## config.mk

```make
export PLATFORM = sky130hd
export DESIGN_NAME = string_literal_escape_decoder_top_flat
export DESIGN_NICKNAME = d
export VERILOG_FILES = /design/src/design/sled_pkg.sv /design/src/design/sled_req_if.sv /design/src/design/sled_rsp_if.sv /design/src/design/sled_in_reg.sv /design/src/design/sled_decode.sv /design/src/design/sled_out_buf.sv /design/src/design/string_literal_escape_decoder_top.sv /design/src/flat_wrapper.sv
export SDC_FILE = /design/constraint.sdc
export NUM_CORES = 1
export LEC_CHECK = 0
export BUFFER_PORTS_ARGS = -buffer_cell sky130_fd_sc_hd__clkbuf_2
export CAP_MARGIN = 20
export CELL_PAD_IN_SITES_DETAIL_PLACEMENT = 0
export CELL_PAD_IN_SITES_GLOBAL_PLACEMENT = 1
export CORE_UTILIZATION = 43
export DETAILED_ROUTE_END_ITERATION = 8
export PLACE_DENSITY = 0.77
export REMOVE_ABC_BUFFERS = 1
export SYNTH_ARGS = -nofsm -noshare
export SYNTH_HDL_FRONTEND = slang
export SYNTH_HIERARCHICAL = 1
export SYNTH_SLANG_ARGS = --single-unit
export TNS_END_PERCENT = 100
```

## constraint.sdc

```tcl
create_clock -name clock -period 7.4 [get_ports clock]
set_input_delay 1.85 -clock clock [delete_from_list [all_inputs] [get_ports clock]]
set_output_delay 1.85 -clock clock [all_outputs]
set_load 0.02 [all_outputs]
```

## src/design/sled_pkg.sv

```systemverilog
// ----------------------------------------------------------------------------
// sled_pkg
// shared types, codes and byte helpers for the string literal escape decoder
// ----------------------------------------------------------------------------
package sled_pkg;

   localparam int MaxResults = 5;
   localparam int CountBits  = 3;

   localparam logic [7:0] CHAR_NUL       = 8'h00;
   localparam logic [7:0] CHAR_LF        = 8'h0A;
   localparam logic [7:0] CHAR_CR        = 8'h0D;
   localparam logic [7:0] CHAR_DQUOTE    = 8'h22;
   localparam logic [7:0] CHAR_BACKSLASH = 8'h5C;
   localparam logic [7:0] CHAR_LOWER_X   = 8'h78;
   localparam logic [7:0] CHAR_LOWER_U   = 8'h75;
   localparam logic [7:0] CHAR_UPPER_U   = 8'h55;

   localparam logic [3:0] UniShortDigits = 4'd4;
   localparam logic [3:0] UniLongDigits  = 4'd8;
   localparam logic [3:0] OctDigits      = 4'd3;

   localparam logic [20:0] Utf8Lim1 = 21'h00080;
   localparam logic [20:0] Utf8Lim2 = 21'h00800;
   localparam logic [20:0] Utf8Lim3 = 21'h10000;
   localparam logic [20:0] Utf8Lim4 = 21'h110000;

   typedef enum logic [1:0] {
      KIND_START = 2'd0,
      KIND_BODY  = 2'd1,
      KIND_EOS   = 2'd2,
      KIND_NONE  = 2'd3
   } item_kind_type;

   typedef enum logic [1:0] {
      RES_BYTE       = 2'd0,
      RES_END_STRING = 2'd1,
      RES_END_NAME   = 2'd2,
      RES_NL_ERROR   = 2'd3
   } result_kind_type;

   typedef enum logic [2:0] {
      PH_IDLE,
      PH_BODY,
      PH_ESC,
      PH_OCT,
      PH_HEX,
      PH_UNI4,
      PH_UNI8
   } phase_type;

   typedef struct packed {
      item_kind_type kind;
      logic [7:0]    data_byte;
      logic          raw_literal;
   } item_type;

   typedef struct packed {
      result_kind_type kind;
      logic [7:0]      data;
   } result_type;

   typedef struct packed {
      logic [CountBits-1:0]              count;
      result_type [MaxResults-1:0]       res;
      logic [15:0]                       line;
   } burst_type;

   function automatic burst_type push_result(burst_type bu, result_kind_type k,
                                             logic [7:0] d);
      burst_type r;
      r = bu;
      r.res[r.count].kind = k;
      r.res[r.count].data = d;
      r.count = r.count + CountBits'(1);
      return r;
   endfunction

   // {valid, value}
   function automatic logic [4:0] hex_digit(logic [7:0] b);
      logic [4:0] r;
      r = 5'd0;
      if (b >= 8'h30 && b <= 8'h39) begin
         r = {1'b1, 4'(b - 8'h30)};
      end else if (b >= 8'h41 && b <= 8'h46) begin
         r = {1'b1, 4'(b - 8'h37)};
      end else if (b >= 8'h61 && b <= 8'h66) begin
         r = {1'b1, 4'(b - 8'h57)};
      end
      return r;
   endfunction

   function automatic logic [7:0] escape_char(logic [7:0] b);
      logic [7:0] r;
      case (b)
         8'h61: r = 8'd7;
         8'h62: r = 8'd8;
         8'h66: r = 8'd12;
         8'h6E: r = 8'd10;
         8'h72: r = 8'd13;
         8'h74: r = 8'd9;
         8'h76: r = 8'd11;
         default: r = b;
      endcase
      return r;
   endfunction

endpackage

```

## src/design/sled_req_if.sv

```systemverilog
// ----------------------------------------------------------------------------
// sled_req_if
// input channel: start, body byte and end of stream transactions
// ----------------------------------------------------------------------------
interface sled_req_if;
   logic       valid;
   logic       ready;
   logic [1:0] kind;
   logic [7:0] data_byte;
   logic       raw_literal;

   modport source (output valid, kind, data_byte, raw_literal, input ready);
   modport sink   (input valid, kind, data_byte, raw_literal, output ready);
endinterface

```

## src/design/sled_rsp_if.sv

```systemverilog
// ----------------------------------------------------------------------------
// sled_rsp_if
// result channel: decoded bytes and literal end markers
// ----------------------------------------------------------------------------
interface sled_rsp_if;
   logic        valid;
   logic        ready;
   logic [1:0]  result_kind;
   logic [7:0]  out_byte;
   logic [15:0] line_number;
   logic        last_of_run;

   modport source (output valid, result_kind, out_byte, line_number, last_of_run,
                   input ready);
   modport sink   (input valid, result_kind, out_byte, line_number, last_of_run,
                   output ready);
endinterface

```

## src/design/sled_in_reg.sv

```systemverilog
// ----------------------------------------------------------------------------
// sled_in_reg
// input register, holds one transaction until the decoder takes it
// ----------------------------------------------------------------------------
module sled_in_reg (
   input  logic               clock,
   input  logic               reset,
   sled_req_if.sink           req,
   input  logic               take,
   output logic               item_valid,
   output sled_pkg::item_type item
);

   logic               valid_ff;
   logic               valid_in;
   sled_pkg::item_type item_ff;

   assign req.ready  = !valid_ff || take;
   assign item_valid = valid_ff;
   assign item       = item_ff;

   always_comb begin
      valid_in = valid_ff;
      if (req.valid && req.ready) begin
         valid_in = 1'b1;
      end else if (take) begin
         valid_in = 1'b0;
      end
   end

   always_ff @(posedge clock) begin
      if (reset) begin
         valid_ff <= 1'b0;
      end else begin
         valid_ff <= valid_in;
      end
   end

   always_ff @(posedge clock) begin
      if (req.valid && req.ready) begin
         item_ff.kind        <= sled_pkg::item_kind_type'(req.kind);
         item_ff.data_byte   <= req.data_byte;
         item_ff.raw_literal <= req.raw_literal;
      end
   end

endmodule

```

## src/design/sled_decode.sv

```systemverilog
// ----------------------------------------------------------------------------
// sled_decode
// literal state and escape decoding, one transaction per cycle while take is high, into a burst
// ----------------------------------------------------------------------------
module sled_decode #(
   parameter int LINE_BITS = 16
) (
   input  logic                clock,
   input  logic                reset,
   input  logic                take,
   input  sled_pkg::item_type  item,
   output sled_pkg::burst_type burst
);

   sled_pkg::phase_type  phase_ff, phase_in;
   logic [7:0]           quote_ff, quote_in;
   logic                 raw_ff, raw_in;
   logic [20:0]          esc_val_ff, esc_val_in;
   logic                 esc_big_ff, esc_big_in;
   logic [3:0]           dcnt_ff, dcnt_in;
   logic [1:0]           pq_ff, pq_in;
   logic                 swl_ff, swl_in;
   logic [LINE_BITS-1:0] line_ff, line_in;

   logic [LINE_BITS-1:0] line_inc;
   logic [15:0]          line_show;
   logic [7:0]           b;
   logic [4:0]           hx;
   logic                 is_nl;
   logic                 is_oct;
   logic [3:0]           uni_max;
   logic [20:0]          uni_shift;
   logic                 uni_shift_big;

   sled_pkg::burst_type  bst;
   logic                 do_uni;
   logic                 do_body;
   logic                 do_end;
   logic                 do_flush;
   logic                 skip;
   logic [20:0]          uni_val;
   logic                 uni_big;
   sled_pkg::result_kind_type end_kind;

   assign b        = item.data_byte;
   assign hx       = sled_pkg::hex_digit(b);
   assign is_nl    = (b == sled_pkg::CHAR_CR) || (b == sled_pkg::CHAR_LF);
   assign is_oct   = (b[7:3] == 5'b00110);
   assign line_inc = (line_ff == '1) ? line_ff : line_ff + LINE_BITS'(1);
   assign uni_max  = (phase_ff == sled_pkg::PH_UNI4) ? sled_pkg::UniShortDigits
                                                     : sled_pkg::UniLongDigits;
   assign uni_shift     = {esc_val_ff[16:0], hx[3:0]};
   assign uni_shift_big = esc_big_ff || (esc_val_ff[20:17] != 4'd0);
   assign end_kind = (quote_ff == sled_pkg::CHAR_DQUOTE) ? sled_pkg::RES_END_STRING
                                                         : sled_pkg::RES_END_NAME;

   generate
      if (LINE_BITS > 16) begin : g_line_sat
         assign line_show = (line_ff[LINE_BITS-1:16] != '0) ? 16'hFFFF : line_ff[15:0];
      end else begin : g_line_ext
         assign line_show = 16'(line_ff);
      end
   endgenerate

   always_comb begin
      phase_in   = phase_ff;
      quote_in   = quote_ff;
      raw_in     = raw_ff;
      esc_val_in = esc_val_ff;
      esc_big_in = esc_big_ff;
      dcnt_in    = dcnt_ff;
      pq_in      = pq_ff;
      swl_in     = swl_ff;
      line_in    = line_ff;
      bst        = '0;
      bst.line   = line_show;
      do_uni     = 1'b0;
      do_body    = 1'b0;
      do_end     = 1'b0;
      do_flush   = 1'b0;
      skip       = 1'b0;
      uni_val    = esc_val_ff;
      uni_big    = esc_big_ff;

      case (item.kind)
         sled_pkg::KIND_START: begin
            phase_in   = sled_pkg::PH_BODY;
            quote_in   = b;
            raw_in     = item.raw_literal;
            esc_val_in = '0;
            esc_big_in = 1'b0;
            dcnt_in    = '0;
            pq_in      = '0;
            swl_in     = 1'b0;
         end
         sled_pkg::KIND_BODY: begin
            case (phase_ff)
               sled_pkg::PH_BODY: begin
                  do_body = 1'b1;
               end
               sled_pkg::PH_ESC: begin
                  phase_in   = sled_pkg::PH_BODY;
                  esc_val_in = '0;
                  esc_big_in = 1'b0;
                  dcnt_in    = '0;
                  if (is_nl) begin
                     line_in = line_inc;
                     swl_in  = (b == sled_pkg::CHAR_CR);
                  end else if (is_oct) begin
                     esc_val_in = 21'(b[2:0]);
                     dcnt_in    = 4'd1;
                     phase_in   = sled_pkg::PH_OCT;
                  end else if (b == sled_pkg::CHAR_LOWER_X) begin
                     phase_in = sled_pkg::PH_HEX;
                  end else if (b == sled_pkg::CHAR_LOWER_U) begin
                     phase_in = sled_pkg::PH_UNI4;
                  end else if (b == sled_pkg::CHAR_UPPER_U) begin
                     phase_in = sled_pkg::PH_UNI8;
                  end else begin
                     bst = sled_pkg::push_result(bst, sled_pkg::RES_BYTE,
                                                 sled_pkg::escape_char(b));
                  end
               end
               sled_pkg::PH_OCT: begin
                  if (is_oct) begin
                     if (dcnt_ff + 4'd1 >= sled_pkg::OctDigits) begin
                        bst = sled_pkg::push_result(bst, sled_pkg::RES_BYTE,
                                                    {esc_val_ff[4:0], b[2:0]});
                        phase_in   = sled_pkg::PH_BODY;
                        esc_val_in = '0;
                        dcnt_in    = '0;
                     end else begin
                        esc_val_in = {esc_val_ff[17:0], b[2:0]};
                        dcnt_in    = dcnt_ff + 4'd1;
                     end
                  end else begin
                     bst = sled_pkg::push_result(bst, sled_pkg::RES_BYTE,
                                                 esc_val_ff[7:0]);
                     phase_in   = sled_pkg::PH_BODY;
                     esc_val_in = '0;
                     dcnt_in    = '0;
                     do_body    = 1'b1;
                  end
               end
               sled_pkg::PH_HEX: begin
                  if (hx[4]) begin
                     if (dcnt_ff == 4'd0) begin
                        esc_val_in = 21'(hx[3:0]);
                        dcnt_in    = 4'd1;
                     end else begin
                        bst = sled_pkg::push_result(bst, sled_pkg::RES_BYTE,
                                                    {esc_val_ff[3:0], hx[3:0]});
                        phase_in   = sled_pkg::PH_BODY;
                        esc_val_in = '0;
                        dcnt_in    = '0;
                     end
                  end else begin
                     bst = sled_pkg::push_result(bst, sled_pkg::RES_BYTE,
                              (dcnt_ff == 4'd0) ? sled_pkg::CHAR_LOWER_X
                                                : esc_val_ff[7:0]);
                     phase_in   = sled_pkg::PH_BODY;
                     esc_val_in = '0;
                     dcnt_in    = '0;
                     do_body    = 1'b1;
                  end
               end
               sled_pkg::PH_UNI4, sled_pkg::PH_UNI8: begin
                  if (hx[4]) begin
                     esc_val_in = uni_shift;
                     esc_big_in = uni_shift_big;
                     dcnt_in    = dcnt_ff + 4'd1;
                     if (dcnt_ff + 4'd1 >= uni_max) begin
                        uni_val = uni_shift;
                        uni_big = uni_shift_big;
                        do_uni  = 1'b1;
                     end
                  end else begin
                     do_uni  = 1'b1;
                     do_body = 1'b1;
                  end
               end
               default: begin
               end
            endcase
         end
         sled_pkg::KIND_EOS: begin
            case (phase_ff)
               sled_pkg::PH_IDLE: begin
               end
               sled_pkg::PH_OCT: begin
                  bst = sled_pkg::push_result(bst, sled_pkg::RES_BYTE, esc_val_ff[7:0]);
                  do_end = 1'b1;
               end
               sled_pkg::PH_HEX: begin
                  bst = sled_pkg::push_result(bst, sled_pkg::RES_BYTE,
                           (dcnt_ff == 4'd0) ? sled_pkg::CHAR_LOWER_X : esc_val_ff[7:0]);
                  do_end = 1'b1;
               end
               sled_pkg::PH_UNI4, sled_pkg::PH_UNI8: begin
                  do_uni = 1'b1;
                  do_end = 1'b1;
               end
               sled_pkg::PH_BODY: begin
                  do_flush = 1'b1;
                  do_end   = 1'b1;
               end
               default: begin
                  do_end = 1'b1;
               end
            endcase
         end
         default: begin
         end
      endcase

      // unicode escape out as utf-8; zero as a backslash, out of range as EF BF BD
      if (do_uni) begin
         if (!uni_big && uni_val == 21'd0) begin
            bst = sled_pkg::push_result(bst, sled_pkg::RES_BYTE, sled_pkg::CHAR_BACKSLASH);
         end else if (!uni_big && uni_val < sled_pkg::Utf8Lim1) begin
            bst = sled_pkg::push_result(bst, sled_pkg::RES_BYTE, uni_val[7:0]);
         end else if (!uni_big && uni_val < sled_pkg::Utf8Lim2) begin
            bst = sled_pkg::push_result(bst, sled_pkg::RES_BYTE, {3'b110, uni_val[10:6]});
            bst = sled_pkg::push_result(bst, sled_pkg::RES_BYTE, {2'b10, uni_val[5:0]});
         end else if (!uni_big && uni_val < sled_pkg::Utf8Lim3) begin
            bst = sled_pkg::push_result(bst, sled_pkg::RES_BYTE, {4'b1110, uni_val[15:12]});
            bst = sled_pkg::push_result(bst, sled_pkg::RES_BYTE, {2'b10, uni_val[11:6]});
            bst = sled_pkg::push_result(bst, sled_pkg::RES_BYTE, {2'b10, uni_val[5:0]});
         end else if (!uni_big && uni_val < sled_pkg::Utf8Lim4) begin
            bst = sled_pkg::push_result(bst, sled_pkg::RES_BYTE, {5'b11110, uni_val[20:18]});
            bst = sled_pkg::push_result(bst, sled_pkg::RES_BYTE, {2'b10, uni_val[17:12]});
            bst = sled_pkg::push_result(bst, sled_pkg::RES_BYTE, {2'b10, uni_val[11:6]});
            bst = sled_pkg::push_result(bst, sled_pkg::RES_BYTE, {2'b10, uni_val[5:0]});
         end else begin
            bst = sled_pkg::push_result(bst, sled_pkg::RES_BYTE, 8'hEF);
            bst = sled_pkg::push_result(bst, sled_pkg::RES_BYTE, 8'hBF);
            bst = sled_pkg::push_result(bst, sled_pkg::RES_BYTE, 8'hBD);
         end
         phase_in   = sled_pkg::PH_BODY;
         esc_val_in = '0;
         esc_big_in = 1'b0;
         dcnt_in    = '0;
      end

      // ordinary body byte
      if (do_body) begin
         if (swl_in) begin
            swl_in = 1'b0;
            skip   = (b == sled_pkg::CHAR_LF);
         end
         if (!skip) begin
            if (raw_ff) begin
               if (b == sled_pkg::CHAR_NUL) begin
                  do_flush = 1'b1;
                  do_end   = 1'b1;
               end else if (b == quote_ff) begin
                  if (pq_in == 2'd2) begin
                     do_end = 1'b1;
                  end else begin
                     pq_in = pq_in + 2'd1;
                  end
               end else begin
                  for (int i = 0; i < 2; i++) begin
                     if (2'(i) < pq_in) begin
                        bst = sled_pkg::push_result(bst, sled_pkg::RES_BYTE, quote_ff);
                     end
                  end
                  pq_in = '0;
                  if (is_nl) begin
                     bst = sled_pkg::push_result(bst, sled_pkg::RES_BYTE, sled_pkg::CHAR_LF);
                     line_in = line_inc;
                     swl_in  = (b == sled_pkg::CHAR_CR);
                  end else begin
                     bst = sled_pkg::push_result(bst, sled_pkg::RES_BYTE, b);
                  end
               end
            end else begin
               if (b == sled_pkg::CHAR_NUL || b == quote_ff) begin
                  do_end = 1'b1;
               end else if (is_nl) begin
                  bst = sled_pkg::push_result(bst, sled_pkg::RES_NL_ERROR, 8'd0);
                  phase_in   = sled_pkg::PH_IDLE;
                  esc_val_in = '0;
                  esc_big_in = 1'b0;
                  dcnt_in    = '0;
                  pq_in      = '0;
                  swl_in     = 1'b0;
               end else if (b == sled_pkg::CHAR_BACKSLASH) begin
                  phase_in = sled_pkg::PH_ESC;
               end else begin
                  bst = sled_pkg::push_result(bst, sled_pkg::RES_BYTE, b);
               end
            end
         end
      end

      // literal end, with any held raw quotes first
      if (do_flush) begin
         for (int i = 0; i < 2; i++) begin
            if (2'(i) < pq_in) begin
               bst = sled_pkg::push_result(bst, sled_pkg::RES_BYTE, quote_ff);
            end
         end
         pq_in = '0;
      end
      if (do_end) begin
         bst = sled_pkg::push_result(bst, end_kind, 8'd0);
         phase_in   = sled_pkg::PH_IDLE;
         esc_val_in = '0;
         esc_big_in = 1'b0;
         dcnt_in    = '0;
         pq_in      = '0;
         swl_in     = 1'b0;
      end
   end

   assign burst = bst;

   always_ff @(posedge clock) begin
      if (reset) begin
         phase_ff   <= sled_pkg::PH_IDLE;
         quote_ff   <= '0;
         raw_ff     <= 1'b0;
         esc_val_ff <= '0;
         esc_big_ff <= 1'b0;
         dcnt_ff    <= '0;
         pq_ff      <= '0;
         swl_ff     <= 1'b0;
         line_ff    <= LINE_BITS'(1);
      end else if (take) begin
         phase_ff   <= phase_in;
         quote_ff   <= quote_in;
         raw_ff     <= raw_in;
         esc_val_ff <= esc_val_in;
         esc_big_ff <= esc_big_in;
         dcnt_ff    <= dcnt_in;
         pq_ff      <= pq_in;
         swl_ff     <= swl_in;
         line_ff    <= line_in;
      end
   end

endmodule

```

## src/design/sled_out_buf.sv

```systemverilog
// ----------------------------------------------------------------------------
// sled_out_buf
// result register, holds one burst and hands it out one transaction a cycle while rsp is ready
// ----------------------------------------------------------------------------
module sled_out_buf (
   input  logic                clock,
   input  logic                reset,
   input  logic                load,
   input  sled_pkg::burst_type burst,
   output logic                free,
   sled_rsp_if.source          rsp
);

   localparam int CB = sled_pkg::CountBits;

   sled_pkg::result_type [sled_pkg::MaxResults-1:0] res_ff;
   logic [15:0]   line_ff;
   logic [CB-1:0] cnt_ff, cnt_in;
   logic [CB-1:0] rd_ff, rd_in;
   logic          last;
   logic          pop;

   assign rsp.valid       = (rd_ff != cnt_ff);
   assign last            = (rd_ff + CB'(1) == cnt_ff);
   assign pop             = rsp.valid && rsp.ready;
   assign free            = !rsp.valid || (pop && last);
   assign rsp.result_kind = res_ff[rd_ff].kind;
   assign rsp.out_byte    = res_ff[rd_ff].data;
   assign rsp.line_number = line_ff;
   assign rsp.last_of_run = last;

   always_comb begin
      cnt_in = cnt_ff;
      rd_in  = rd_ff;
      if (load) begin
         cnt_in = burst.count;
         rd_in  = '0;
      end else if (pop) begin
         rd_in = rd_ff + CB'(1);
      end
   end

   always_ff @(posedge clock) begin
      if (reset) begin
         cnt_ff <= '0;
         rd_ff  <= '0;
      end else begin
         cnt_ff <= cnt_in;
         rd_ff  <= rd_in;
      end
   end

   always_ff @(posedge clock) begin
      if (load) begin
         res_ff  <= burst.res;
         line_ff <= burst.line;
      end
   end

endmodule

```

## src/design/string_literal_escape_decoder_top.sv

```systemverilog
// ----------------------------------------------------------------------------
// string_literal_escape_decoder_top
// decodes the body of a quoted literal, escapes and utf-8 included
// ----------------------------------------------------------------------------
//  channel   role     handshake          payload
//  req_port  sink     valid / ready      kind, data_byte, raw_literal
//  rsp_port  source   valid / ready      result_kind, out_byte, line_number,
//                                        last_of_run
//
//  an accepted transaction waits in the input register and is decoded once
//  the single result register is free; its results (zero to five) are out
//  one per cycle from the next cycle on. one transaction a cycle while each
//  causes at most one result; a longer burst holds the decoder until its
//  last result is out. reset is synchronous; the literal closes and the line
//  count returns to one. rsp_port stalls back up through the input register.
// ----------------------------------------------------------------------------
module string_literal_escape_decoder_top #(
   parameter int LINE_BITS = 16
) (
   input  logic       clock,
   input  logic       reset,
   sled_req_if.sink   req_port,
   sled_rsp_if.source rsp_port
);

   logic                item_valid;
   sled_pkg::item_type  item;
   sled_pkg::burst_type burst;
   logic                out_free;
   logic                take;

   assign take = item_valid && out_free;

   sled_in_reg u_in_reg (
      .clock      (clock),
      .reset      (reset),
      .req        (req_port),
      .take       (take),
      .item_valid (item_valid),
      .item       (item)
   );

   sled_decode #(
      .LINE_BITS (LINE_BITS)
   ) u_decode (
      .clock (clock),
      .reset (reset),
      .take  (take),
      .item  (item),
      .burst (burst)
   );

   sled_out_buf u_out_buf (
      .clock (clock),
      .reset (reset),
      .load  (take),
      .burst (burst),
      .free  (out_free),
      .rsp   (rsp_port)
   );

endmodule

```

## src/flat_wrapper.sv

```systemverilog
// flat-port wrapper written by rule: the top's interface ports become plain ports
module string_literal_escape_decoder_top_flat 
#(
   parameter int LINE_BITS = 16
)
  (clock, reset, req_port_valid, req_port_kind, req_port_data_byte, req_port_raw_literal, req_port_ready, rsp_port_valid, rsp_port_result_kind, rsp_port_out_byte, rsp_port_line_number, rsp_port_last_of_run, rsp_port_ready);
  sled_req_if req_port_i ();
  sled_rsp_if rsp_port_i ();
  input  logic clock;
  input  logic reset;
  input wire logic [$bits(req_port_i.valid)-1:0] req_port_valid;
  input wire logic [$bits(req_port_i.kind)-1:0] req_port_kind;
  input wire logic [$bits(req_port_i.data_byte)-1:0] req_port_data_byte;
  input wire logic [$bits(req_port_i.raw_literal)-1:0] req_port_raw_literal;
  output wire logic [$bits(req_port_i.ready)-1:0] req_port_ready;
  output wire logic [$bits(rsp_port_i.valid)-1:0] rsp_port_valid;
  output wire logic [$bits(rsp_port_i.result_kind)-1:0] rsp_port_result_kind;
  output wire logic [$bits(rsp_port_i.out_byte)-1:0] rsp_port_out_byte;
  output wire logic [$bits(rsp_port_i.line_number)-1:0] rsp_port_line_number;
  output wire logic [$bits(rsp_port_i.last_of_run)-1:0] rsp_port_last_of_run;
  input wire logic [$bits(rsp_port_i.ready)-1:0] rsp_port_ready;
  assign req_port_i.valid = req_port_valid;
  assign req_port_i.kind = req_port_kind;
  assign req_port_i.data_byte = req_port_data_byte;
  assign req_port_i.raw_literal = req_port_raw_literal;
  assign req_port_ready = req_port_i.ready;
  assign rsp_port_valid = rsp_port_i.valid;
  assign rsp_port_result_kind = rsp_port_i.result_kind;
  assign rsp_port_out_byte = rsp_port_i.out_byte;
  assign rsp_port_line_number = rsp_port_i.line_number;
  assign rsp_port_last_of_run = rsp_port_i.last_of_run;
  assign rsp_port_i.ready = rsp_port_ready;
  string_literal_escape_decoder_top #(.LINE_BITS(LINE_BITS)) u_core (.clock(clock), .reset(reset), .req_port(req_port_i), .rsp_port(rsp_port_i));
endmodule
```

== Yosys cells after proc, flatten, opt, wreduce, memory -nomap -nowiden ==
Cells that the tools add are included.

* Register bits: 141
* Bits of input ports: 15
* Output and inout bits: 29

* Magnitude comparators: 37
* Reduce and logical (&&, ||, !) cells: 41
* Equality and inequality tests: 28
* Mux-type cells: 260
* Add/sub/neg operators: 17

{| class="wikitable"
|+ Operators with widths
! cell !! number
|-
| 69-bit 2-to-1 mux || 33
|-
| 50-bit bitwise mux || 39
|-
| 10-bit demux with 3-bit select || 20
|-
| 67-bit 2-to-1 mux || 7
|-
| 21-bit 2-to-1 mux || 15
|-
| 69-bit case mux with 3 select lines || 1
|-
| 16-bit 2-to-1 mux || 10
|-
| 69-bit case mux with 2 select lines || 1
|-
| 67-bit case mux with 2 select lines || 1
|-
| 10-bit 2-to-1 mux || 11
|-
| 8-bit by 7-bit equality test with 1-bit output (second input constant) || 11
|-
| 8-bit 2-to-1 mux || 11
|-
| 21-bit case mux with 4 select lines || 1
|-
| 66-bit 2-to-1 mux || 1
|-
| 3-bit 2-to-1 mux || 19
|-
| 8-bit case mux with 7 select lines || 1
|-
| 4-bit 2-to-1 mux || 13
|-
| 1-bit 2-to-1 mux || 50
|-
| 3-bit by 4-bit less-than comparator with 1-bit output (second input constant) || 11
|-
| 21-bit case mux with 2 select lines || 1
|-
| 3-bit by 1-bit adder with 3-bit output (second input constant) || 11
|-
| 10-bit binary-select mux with 3-bit select || 1
|-
| 3-bit by 1-bit >= comparator with 1-bit output (second input constant) || 10
|-
| 2-bit 2-to-1 mux || 12
|-
| 48 further kinds || 92
|}

== Depth between registers and ports, before layout ==
* Depth in word-level cells: 86
* Mapped depth: 37
* Gate-level depth less buffers: 34

== Hierarchy ==
Netlist, hierarchy kept.

{| class="wikitable"
|+ By module, submodules not included
! module !! cells an instance !! area each (µm²) !! instances
|-
| sled_decode || 1,448 || 9,223.8 || 1
|-
| sled_out_buf || 143 || 2,819.0 || 1
|-
| sled_in_reg || 16 || 385.4 || 1
|-
| string_literal_escape_decoder_top || 1 || 6.3 || 1
|}

== Worst setup path before layout ==
OpenSTA, ideal clock, no wires.

* Kind: register -> register
* From: register u_core.u_in_reg.item_ff (netlist bit u_core/u_in_reg/item[2])
* To: register u_core/u_out_buf/res_ff[27] in the netlist's numbering (data pin)
* Cell stages (with the launch flop): 34
* Slack: -437 ps
* Data arrival time: 7,580 ps
* Library setup time: 257 ps
* Buffers on the path: 4
* Path through: edfxtp_1 clkbuf_1 inv_1 ha_1 or3b_1 and3_1 buf_4 a211oi_1 o41a_1 clkbuf_1 clkbuf_1 ha_1 nand2_1 o221a_4 o21ai_4 inv_4 ha_1 nand2_1 o21ai_0 ha_1 a21oi_1 o31a_1 inv_1 ha_1 nand2_1 nand3_1 ha_1 mux2_2 ha_1 a22oi_1 o21ai_1 nor4b_4 nor2_1 a32o_1

{| class="wikitable"
|+ RTL lines
! what !! line !! text
|-
| start: declaration || sled_in_reg.sv:16 || <nowiki>sled_pkg::item_type item_ff;</nowiki>
|-
| end signal: assignment || sled_out_buf.sv:55 || <nowiki>res_ff <= burst.res;</nowiki>
|-
| end: declaration || sled_out_buf.sv:16 || <nowiki>sled_pkg::result_type [sled_pkg::MaxResults-1:0] res_ff;</nowiki>
|}

==> summary.txt <==
Synthesis
  – Mux cell area share after synthesis: 6.08%
  – Top-area cell type share of the netlist area: 18.6%
  – Main combinational cell family by area after synthesis: compound AO/OA/AOI/OAI gates
  – Post-Syn Instances: 1608
  – Cell variety after synth: 100
  – Post-synth EDFFs: 77
  – Seq cells post-synth: 141
  – Synth Area in Adders: 2.88%
  – Simple-gate portion of the synthesized area: 25.1%
  – FFs w/ async S/R, synth: 0%
  – Sequential fraction of the synthesis area: 28.9%
  – Yosys top cell by area: edfxtp_1
  – Synth Flop Type: edfxtp_1
  – Mapped Area: 12400 um2
  – Post-synthesis compound-gate area fraction: 28.5%
  – XOR/XNOR Fraction of Synth Area: 3.09%
  – Synth warn: 6
  – Area contributors post-synth: edfxtp_1 19%, dfxtp_1 10%, a21oi_1 6.8%
  – Avg Cell Area, Syn: 7.73 um2

Drt
  – Iteration-0 DRC Markers: 1526
  – Post-route ant nets: 0
  – DRT Pass-1 Iters: 7
  – Avg WL per Cell: 24.1 um
  – Via-to-Cell Ratio: 6.54
  – DRC: 0
  – Total number of vias: 13395
  – Final WL: 49.4 mm

Clock tree
  – TritonCTS clock tree: built
  – Clk sinks: 141
  – Clock Tree Buf Depth: 2
  – Clk_lat worst skew: 0.44 ns
  – Root Driver: clkbuf_16
  – CTS buffer count: 17
  – CTS clk-pin slew, worst paths: 0.07 ns
  – Number of H-tree levels: 4
  – Post-CTS Hold Buffers: 0

Timing
  – Final-report hold violation count: 0
  – TNS Setup: 0 ns
  – Tmin final: 7.07 ns
  – Setup WS post-layout: 0.329 ns
  – Max Clock Freq: 141 MHz
  – Final period utilization: 95.6%
  – Skew final: 0.0167 ns
  – Worst-Margin Slew: 1.05 ns
  – Final Max Tran Viols: 0
  – Max transition margin: 29.7%
  – Final setup violation count: 0

Place
  – DP Worst Slack: 0.00578 ns
  – Global placement routability congestion: 0.980
  – Port Buf Inserts: 43
  – Dpl hpwl: 36.6 mm

Worst setup path
  – Arrival @ worst endpoint: 7.25 ns
  – Critical Path Fanout Max: 6
  – Cell repeated most along the worst path: ha_1
  – Worst Path Required: 7.57 ns
  – Critical path class: flop to flop
  – WP buf/inv: 3
  – Crit-path slowest cell: or4b_1
  – Crit path max-delay family: compound AO/OA/AOI/OAI gates
  – Worst setup SP type: flop
  – CP endpoint kind: flop
  – Highest cell delay on the worst timing path: 0.58 ns

Die
  – Core area: 28100 um2
  – Initial Utilization: 44.3%
  – DIE AREA: 29600 um2
  – Die extent in y: 172 um
  – Row cnt: 61
  – IO Count: 44
  – Die width: 172 um

Outcome
  – Outcome: complete, no violations

Power
  – Peak supply drop: 0.000105 V
  – Leak pwr: 5.16 nW
  – Power Dens Cells: 142 nW/um2
  – Tot Pwr: 0.00200 W

Layout
  – Nets: 1698
  – Layout fillers: 2877
  – Area delta synth->final: 13.3%
  – Layout cells sized above 1: 14.1%

Global route
  – Largest net degree at the start of global routing: 68
  – Total grt overflow: 0
  – Vias in the first global route: 12162
  – GR Util All Layers: 33.2%
  – Initial antenna violation count: 0
  – First-pass GRT wire length: 74.0 mm

Hold path
  – Worst Hold Class: flop to flop

Job
  – Max Cap Viol: 0
state kept, by name, summed over array words and instances, names as in the netlist:
| name | count |
|---|---|
| u_core/u_decode/phase_ff | 3 |
| u_core/u_decode/dcnt_ff | 4 |
| u_core/u_decode/quote_ff | 8 |
| u_core/u_decode/esc_val_ff | 21 |
| u_core/u_out_buf/res_ff | 50 |
| u_core/u_in_reg/item | 11 |
| u_core/u_in_reg/item_valid | 1 |
| u_core/u_decode/pq_ff | 2 |
| u_core/u_out_buf/rd_ff | 3 |
| u_core/u_decode/line_ff | 16 |
| u_core/u_decode/swl_ff | 1 |
| u_core/u_out_buf/cnt_ff | 3 |
| u_core/u_decode/esc_big_ff | 1 |
| u_core/u_decode/raw_ff | 1 |
| u_core/u_out_buf/rsp.line_number | 16 |
power by group:
part | internal [W] | switching [W]
registers | 0.000853 | 0.0000193
clock network | 0.000503 | 0.000417
logic | 0.0000644 | 0.000146
total | 0.00142 | 0.000582
metrics by stage:
step / util [%] / std cells / hold WS [ns] / cell area, um2
after global placement: 47.7 / 2010 / 0.454 / 13400
after floorplan: - / 1485 / 0.439 / 11900
final: 50.2 / 2048 / 0.474 / 14100
after global routing: 50.2 / 2047 / 0.500 / 14100
after CTS: 49.9 / 2042 / 0.472 / 14000
after detailed placement: 47.7 / 2010 / 0.455 / 13400
what timing repair did:
action | 4_1_cts | 5_1_grt
setup endpoints to repair | 1 | 51
buffers inserted | 0 | 4
resized for setup | 1 | 9
hold endpoints to repair | 0 | 0
pin swaps | 0 | 1
path summary, 6_finish.rpt:
check                           cells past startpoint                        from  slack (ns)                                   to
worst max register to register                     30     u_core/u_in_reg/item[1]        0.33          u_core/u_out_buf/res_ff[36]
worst min-delay path                                0  u_core/u_decode/line_ff[6]        0.47  u_core/u_out_buf/rsp.line_number[6]
worst min register to register                      0  u_core/u_decode/line_ff[6]        0.47  u_core/u_out_buf/rsp.line_number[6]
worst max-delay path                               30     u_core/u_in_reg/item[1]        0.33          u_core/u_out_buf/res_ff[36]
cell type report:
| type | instances | area [um2] | area share [%] |
|---|---|---|---|
| well taps | 378 | 473 | 3.36 |
| clock buffers | 18 | 450 | 3.20 |
| multi-input cells | 1302 | 8220 | 58.3 |
| repair buffers | 152 | 1030 | 7.34 |
| flip-flops and latches | 141 | 3590 | 25.5 |
| clock inverters | 14 | 158 | 1.12 |
| diodes | 1 | 2.50 | 0.0178 |
| inverters | 42 | 160 | 1.14 |
routing by layer:
layer / GRT usage (%) / routed length [um] / part of all wire, %
met4: 14.4 / 2070 / 4.2
met3: 4.76 / 3640 / 7.4
met5: 0 / 0 / 0
met2: 52.7 / 22300 / 45
met1: 44.7 / 21400 / 43
layout by cell type, fill, tap and decap left out, types with 33 or more instances in the layout:
cell type	instances
nand3_1	71
nor2_1	170
nand2_1	179
inv_1	39
dfxtp_1	64
edfxtp_1	77
clkbuf_2	43
nor3_1	43
a21oi_1	168
buf_4	109
a22oi_1	33
o21ai_0	94
mux2i_1	44
cell usage after synthesis, types with 20 or more instances:
cell type / instances
a211oi_1: 26
a21oi_1: 169
a22oi_1: 33
a31oi_1: 25
clkbuf_1: 95
dfxtp_1: 64
edfxtp_1: 77
ha_1: 27
inv_1: 39
mux2i_1: 44
nand2_1: 179
nand2b_1: 20
nand3_1: 71
nor2_1: 171
nor3_1: 44
o211ai_1: 26
o21ai_0: 96
xnor2_1: 26
logic make-up (layout without fill, tap and decap cells):
family | Yosys count | count (layout)
AND/OR/NAND/NOR | 628 | 628
AO/OA/AOI/OAI | 545 | 545
buffers and inverters | 165 | 226
flip-flops | 141 | 141
multiplexers | 60 | 60
XOR/XNOR | 40 | 40
adder cells (fa/ha/maj) | 29 | 29
other | 0 | 1
No activity file was read; power rests on OpenSTA's default activity.
